**config.mk**
```make
export PLATFORM = sky130hd
export DESIGN_NAME = stack_middle_half_reverse_top
export DESIGN_NICKNAME = d
export VERILOG_FILES = /design/src/sv/smhr_pkg.sv /design/src/sv/stack_middle_half_reverse_top.sv
export SDC_FILE = /design/constraint.sdc
export NUM_CORES = 1
export LEC_CHECK = 0
export BUFFER_PORTS_ARGS = -buffer_cell sky130_fd_sc_hd__buf_2
export CAP_MARGIN = 10
export CORE_MARGIN = 3
export CORE_UTILIZATION = 62
export DETAILED_ROUTE_END_ITERATION = 10
export PLACE_DENSITY_LB_ADDON = 0.08
export SETUP_SLACK_MARGIN = 0.2
export SLEW_MARGIN = 10
export SYNTH_ARGS = -nofsm -noshare
export SYNTH_HDL_FRONTEND = slang
export SYNTH_SLANG_ARGS = --single-unit
```
**constraint.sdc**
```tcl
create_clock -name clk -period 9.1 [get_ports clk]
set_clock_uncertainty 0.1 [all_clocks]
set_input_delay 1.365 -clock clk [delete_from_list [all_inputs] [get_ports clk]]
set_output_delay 1.365 -clock clk [all_outputs]
set_load 0.005 [all_outputs]
```
**src/sv/smhr_pkg.sv**
```systemverilog
// ----------------------------------------------------------------------------
// smhr_pkg
// Shared sizes, codes and sequencer states for the bounded word stack.
// ----------------------------------------------------------------------------
package smhr_pkg;

  localparam int DEPTH = 16;
  localparam int AW    = $clog2(DEPTH);
  localparam int CW    = $clog2(DEPTH + 1);
  localparam int DW    = 32;

  localparam int IN_TDATA_W  = ((3 + DW) + 7) / 8 * 8;
  localparam int OUT_TDATA_W = ((2 + DW) + 7) / 8 * 8;

  typedef logic [AW-1:0] addr_t;
  typedef logic [CW-1:0] count_t;
  typedef logic [DW-1:0] word_t;

  typedef enum logic [2:0] {
    ACT_PUSH    = 3'd0,
    ACT_POP     = 3'd1,
    ACT_DISPLAY = 3'd2,
    ACT_MIDDLE  = 3'd3,
    ACT_REVERSE = 3'd4
  } action_t;

  typedef enum logic [1:0] {
    STAT_OK    = 2'd0,
    STAT_FULL  = 2'd1,
    STAT_EMPTY = 2'd2,
    STAT_FEW   = 2'd3
  } status_t;

  typedef enum logic [3:0] {
    ST_IDLE,
    ST_RD,
    ST_OUT,
    ST_RCHK,
    ST_RRI,
    ST_RRJ,
    ST_RWI,
    ST_RWJ,
    ST_RES
  } state_t;

endpackage

```
**src/sv/stack_middle_half_reverse_top.sv**
```systemverilog
// ----------------------------------------------------------------------------
// stack_middle_half_reverse_top
// Bounded stack of signed words with push, pop, display, middle and
// reverse of the bottom half, run by a small sequencer over one memory.
// ----------------------------------------------------------------------------
//  channel   dir  tdata fields (low bit up)          tlast
//  s_axis    in   action[2:0], value[34:3]           -
//  m_axis    out  status[1:0], data[33:2]            last
//
//  push and pop answer from ST_RES; display and middle read entries one
//  at a time through ST_RD and ST_OUT; reverse swaps each pair through
//  ST_RRI to ST_RWJ. s_axis_tready is high only while the sequencer is idle.
//  a held output word stalls the sequencer until m_axis_tready.
//  rst is synchronous and empties the stack; entry storage is not cleared.
// ----------------------------------------------------------------------------
module stack_middle_half_reverse_top (
  input  logic                               clk,
  input  logic                               rst,
  input  logic                               s_axis_tvalid,
  output logic                               s_axis_tready,
  input  logic [smhr_pkg::IN_TDATA_W-1:0]    s_axis_tdata,  // action, value
  output logic                               m_axis_tvalid,
  input  logic                               m_axis_tready,
  output logic [smhr_pkg::OUT_TDATA_W-1:0]   m_axis_tdata,  // status, data
  output logic                               m_axis_tlast
);
  import smhr_pkg::*;

  word_t   mem [DEPTH];
  word_t   rdata;

  state_t  state, state_next;
  count_t  count, count_next;
  addr_t   idx, idx_next;
  addr_t   jdx, jdx_next;
  word_t   tmp, tmp_next;
  logic    disp, disp_next;
  status_t res_status, res_status_next;

  logic    out_valid, out_valid_next;
  status_t out_status, out_status_next;
  word_t   out_data, out_data_next;
  logic    out_last, out_last_next;

  logic    mem_we;
  addr_t   mem_waddr;
  word_t   mem_wdata;
  addr_t   mem_raddr;

  logic    out_free;
  action_t in_action;
  word_t   in_value;
  count_t  cm1;
  logic    is_last;

  assign in_action = action_t'(s_axis_tdata[2:0]);
  assign in_value  = s_axis_tdata[DW+2:3];
  assign cm1       = count - 1'b1;
  assign out_free  = !out_valid || m_axis_tready;
  assign is_last   = !disp || (idx == '0);

  assign s_axis_tready = (state == ST_IDLE);
  assign m_axis_tvalid = out_valid;
  assign m_axis_tdata  = {{(OUT_TDATA_W - DW - 2){1'b0}}, out_data, out_status};
  assign m_axis_tlast  = out_last;

  always_ff @(posedge clk) begin
    if (mem_we) begin
      mem[mem_waddr] <= mem_wdata;
    end
    rdata <= mem[mem_raddr];
  end

  always_ff @(posedge clk) begin
    if (rst) begin
      state     <= ST_IDLE;
      count     <= '0;
      out_valid <= 1'b0;
    end else begin
      state     <= state_next;
      count     <= count_next;
      out_valid <= out_valid_next;
    end
    idx        <= idx_next;
    jdx        <= jdx_next;
    tmp        <= tmp_next;
    disp       <= disp_next;
    res_status <= res_status_next;
    out_status <= out_status_next;
    out_data   <= out_data_next;
    out_last   <= out_last_next;
  end

  always_comb begin
    state_next      = state;
    count_next      = count;
    idx_next        = idx;
    jdx_next        = jdx;
    tmp_next        = tmp;
    disp_next       = disp;
    res_status_next = res_status;
    out_valid_next  = out_valid && !m_axis_tready;
    out_status_next = out_status;
    out_data_next   = out_data;
    out_last_next   = out_last;
    mem_we          = 1'b0;
    mem_waddr       = idx;
    mem_wdata       = rdata;
    mem_raddr       = idx;

    case (state)
      ST_IDLE: begin
        if (s_axis_tvalid) begin
          case (in_action)
            ACT_PUSH: begin
              state_next = ST_RES;
              if (count == CW'(DEPTH)) begin
                res_status_next = STAT_FULL;
              end else begin
                mem_we          = 1'b1;
                mem_waddr       = count[AW-1:0];
                mem_wdata       = in_value;
                count_next      = count + 1'b1;
                res_status_next = STAT_OK;
              end
            end
            ACT_POP: begin
              state_next = ST_RES;
              if (count == '0) begin
                res_status_next = STAT_EMPTY;
              end else begin
                count_next      = cm1;
                res_status_next = STAT_OK;
              end
            end
            ACT_DISPLAY, ACT_MIDDLE: begin
              if (count == '0) begin
                res_status_next = STAT_EMPTY;
                state_next      = ST_RES;
              end else begin
                disp_next  = (in_action == ACT_DISPLAY);
                idx_next   = (in_action == ACT_DISPLAY) ? cm1[AW-1:0] : AW'(cm1 >> 1);
                state_next = ST_RD;
              end
            end
            ACT_REVERSE: begin
              if (count < CW'(2)) begin
                res_status_next = STAT_FEW;
                state_next      = ST_RES;
              end else begin
                res_status_next = STAT_OK;
                idx_next        = '0;
                jdx_next        = AW'(cm1 >> 1);
                state_next      = ST_RCHK;
              end
            end
            default: begin
              state_next = ST_IDLE;
            end
          endcase
        end
      end
      ST_RD: begin
        mem_raddr  = idx;
        state_next = ST_OUT;
      end
      ST_OUT: begin
        if (out_free) begin
          out_valid_next  = 1'b1;
          out_status_next = STAT_OK;
          out_data_next   = rdata;
          out_last_next   = is_last;
          if (is_last) begin
            state_next = ST_IDLE;
          end else begin
            idx_next   = idx - 1'b1;
            state_next = ST_RD;
          end
        end
      end
      ST_RCHK: begin
        state_next = (idx < jdx) ? ST_RRI : ST_RES;
      end
      ST_RRI: begin
        mem_raddr  = idx;
        state_next = ST_RRJ;
      end
      ST_RRJ: begin
        mem_raddr  = jdx;
        tmp_next   = rdata;
        state_next = ST_RWI;
      end
      ST_RWI: begin
        mem_we     = 1'b1;
        mem_waddr  = idx;
        mem_wdata  = rdata;
        state_next = ST_RWJ;
      end
      ST_RWJ: begin
        mem_we     = 1'b1;
        mem_waddr  = jdx;
        mem_wdata  = tmp;
        idx_next   = idx + 1'b1;
        jdx_next   = jdx - 1'b1;
        state_next = ST_RCHK;
      end
      ST_RES: begin
        if (out_free) begin
          out_valid_next  = 1'b1;
          out_status_next = res_status;
          out_data_next   = '0;
          out_last_next   = 1'b1;
          state_next      = ST_IDLE;
        end
      end
      default: begin
        state_next = ST_IDLE;
      end
    endcase
  end

endmodule
```
==> flow_metrics.py <==
metrics = {
    "clocking": {
        "clockBufferDepth": 3,
        "cts-root-buf": "clkbuf_16",
        "hold_buffers": 0,
        "post_cts_buffers": 0,
        "tritoncts": "done",
        "numCtsBuffers": 60,
        "h-tree-depth": 2,
        "cts.sinks": 632,
        "ctsResizeCount": 0,
        "clock_latency_ps": 620,
        "clk_pin_slew_ps": 60,
    },
    "global_routing": {
        "grt_use_total_pct": 27.47,
        "grt_pass1_wl_um": 89110,
        "grt_pass1_vias": 14681,
        "grt-ovfl-total": 0,
        "grt_max_degree": 107,
        "antenna_found_initial": 1,
    },
    "worst_setup_path": {
        "cp_slowest_stage_delay_ps": 890,
        "cp_slowest_cell": "nor3_2",
        "path_max_fanout": 24,
        "critPathLaunchType": "primary input",
        "cp-startpoint": "s_axis_tdata[0]",
        "worstSetupEndpointType": "flip-flop",
        "worstPathArrival_ps": 4690,
        "critPathKind": "primary input to flip-flop",
        "cp_num_buf_inv": 2,
        "path_cells": "buf_2, or3_4, or3_1, mux2i_1, o21a_1, or2_2, nor3_2, buf_4",
        "critPathTopFamily": "simple AND/OR/NAND/NOR gates",
        "cp.required_ps": 9250,
        "r2r_start": "count[0]$_SDFFE_PP0P_",
    },
    "die": {
        "fp.dieW_um": 207.1,
        "core_region_area_um2": 39820,
        "start_util_pct": 62.99,
        "rows": 73,
        "die_y_um": 207.1,
        "dieArea_um2": 42910,
        "io_pins": 87,
    },
    "timing": {
        "fin_crit_sh_pct": 49.94,
        "setup-violations-final": 0,
        "worstMarginPinSlew_ps": 1180,
        "slew_viol_final": 0,
        "hold_violations": 0,
        "tns_ps": 0,
        "fmax_mhz": 220.0,
        "slew_headroom_pct": 21.35,
        "fin_crit_ps": 4545,
        "rsz0062_at_grt": "no",
    },
    "logic_synthesis": {
        "synth_edf_count": 590,
        "synth_cell_types": 66,
        "synth_area_leader_cell": "edfxtp_1",
        "synthCells": 1785,
        "synth_area_leaders": "edfxtp_1 71%, nand2_1 5.8%, dfxtp_1 3.4%, mux2i_1 3.0%, a21oi_1 2.3%",
        "synth.cell_area_um2": 25080,
        "synth_warnings": 0,
        "yosysSeqAreaShare_pct": 73.98,
        "ys.flop_type": "edfxtp_1",
        "async_flop_share_pct": 0,
        "synth_top_area_share_pct": 70.63,
        "avgSynthCellArea_um2": 14.05,
        "ys_ff_latch": 632,
    },
    "finish": {
        "drive_above_1_share_pct": 12.10,
        "final_util_pct": 69.76,
        "antenna_cells": 0,
        "design_area_um2": 27780,
        "layout.cells.non_filler": 2418,
        "nets": 1900,
        "area_growth_pct": 10.75,
    },
    "route": {
        "drt_iter0_markers": 1691,
        "vias": 15249,
        "drt-pass1-iter-count": 5,
        "ant_nets": 0,
        "drc": 0,
        "wirelength_um": 59560,
        "vias_per_cell": 6.306,
        "drt-wirelength-per-cell_um": 24.63,
    },
    "outcome": {
        "status": "completed",
    },
    "min_path": {
        "worstHoldStart": "rdata[21]$_DFF_P_",
        "hold_class": "flip-flop to flip-flop",
    },
    "pwr": {
        "powerDensity_nw_per_um2": 207.8,
        "total_power_uw": 5772,
        "p_leak_uw": 0.009566,
        "ir_drop_uv": 139.6,
    },
    "place": {
        "portBuffers": 75,
        "dp_hpwl_um": 32600,
        "dpl-instance-area_um2": 25920,
        "dp.cells": 2308,
        "gp_congestion": 0.8210,
    },
    "job": {
        "maxCapViolCount": 0,
    },
}
## synth_stat cells, types with 4 or more instances
cell and n:
edfxtp_1 590, nand2_1 387, a21oi_1 115, nand3_1 91
mux2i_1 76, clkbuf_1 45, dfxtp_1 42, buf_2 39
a221oi_1 38, nor2_1 35, nor2b_1 34, a22oi_1 32
o22ai_1 32, nor3_1 27, nand4_1 22, buf_4 14
a31oi_1 13, a32o_1 13, a311o_1 12, buf_6 12
inv_1 11, o21ai_0 11, ha_1 9, nand2b_1 8
xnor2_1 7, o21a_1 5, xor2_1 5, buf_1 4
## cells by family (layout without fill, tap and decap cells)
| logic type | Yosys count | after routing | share of synthesized area [%] |
|---|---|---|---|
| adder cells (fa/ha/maj) | 10 | 10 | 0.5287 |
| AND/OR/NAND/NOR | 631 | 631 | 11.16 |
| other | 1 | 6 | 0.01495 |
| multiplexers | 82 | 82 | 3.387 |
| XOR/XNOR | 12 | 12 | 0.4190 |
| AO/OA/AOI/OAI | 290 | 290 | 7.731 |
| buffers and inverters | 127 | 230 | 2.773 |
| flip-flops | 632 | 632 | 73.98 |
## area by class of cell
type,count,area [µm²]
clock buffers,88,1698
clock inverters,21,158.9
fillers,2685,12040
inverters,11,41.29
multi-input cells,1031,6030
flip-flops and latches,632,18560
well taps,525,656.9
repair buffers,110,638.1
## metrics by stage
| step | setup slack (ps) | hold WS, ps |
|---|---|---|
| finish | 4555 | 352.9 |
| global route | 4442 | 373.8 |
| CTS | 4528 | 351.4 |
| detailed placement | 3885 | 334.6 |
| global placement | 3942 | 324.9 |
| floorplan | 2389 | 322.3 |
## placed cells by master (no fill, tap or decap), types with 12 or more instances in the layout
cell       synthesis  layout
a22oi_1           32      32
nor2b_1           34      33
nand3_1           91      91
clkbuf_1          45      20
buf_2             39      75
nor2_1            35      24
mux2i_1           76      74
o22ai_1           32      32
nor2_4             0      13
nor3_1            27      23
edfxtp_1         590     590
a32o_1            13      13
buf_4             14      35
dfxtp_1           42      42
a221oi_1          38      38
nand2_1          387     387
clkbuf_16          0      61
nand4_1           22      22
a311o_1           12      12
a31oi_1           13      13
a21oi_1          115     115
## sequential cells by signal, summed over array words and instances, names as in the netlist, 2 cells and up
name and count:
jdx 4, res_status 2, count 5, out_data 32, state 4, out_status 2, tmp 32, mem 512
rdata 32, idx 4
## per-layer routing
metal | GRT usage (%) | vias to the layer above | routed length, µm | part of all wire, %
met5 | 0 | - | 13 | 0.022
met4 | 8.825 | 2 | 1608 | 2.7
met3 | 5.604 | 126 | 5967 | 10
met2 | 42.84 | 790 | 27820 | 47
met1 | 39.67 | 7518 | 24150 | 41
li1 | - | 6813 | - | -
## where the power goes
part	internal (µW)	switching (µW)	total [µW]
logic	56.0	138	194
registers	3210	16.1	3220
clock network	1340	1010	2350
total	4610	1170	5770
## final timing paths
check / to / slack, ps / depth (start not counted)
setup / recovery: mem[14][14]$_DFFE_PP_ / 4560 / 8
hold / removal: tmp[21]$_DFFE_PP_ / 350 / 0
setup reg to reg: mem[14][14]$_DFFE_PP_ / 4790 / 9
hold reg to reg: tmp[21]$_DFFE_PP_ / 350 / 0
Note: power is estimated with default switching activity, not from simulation.
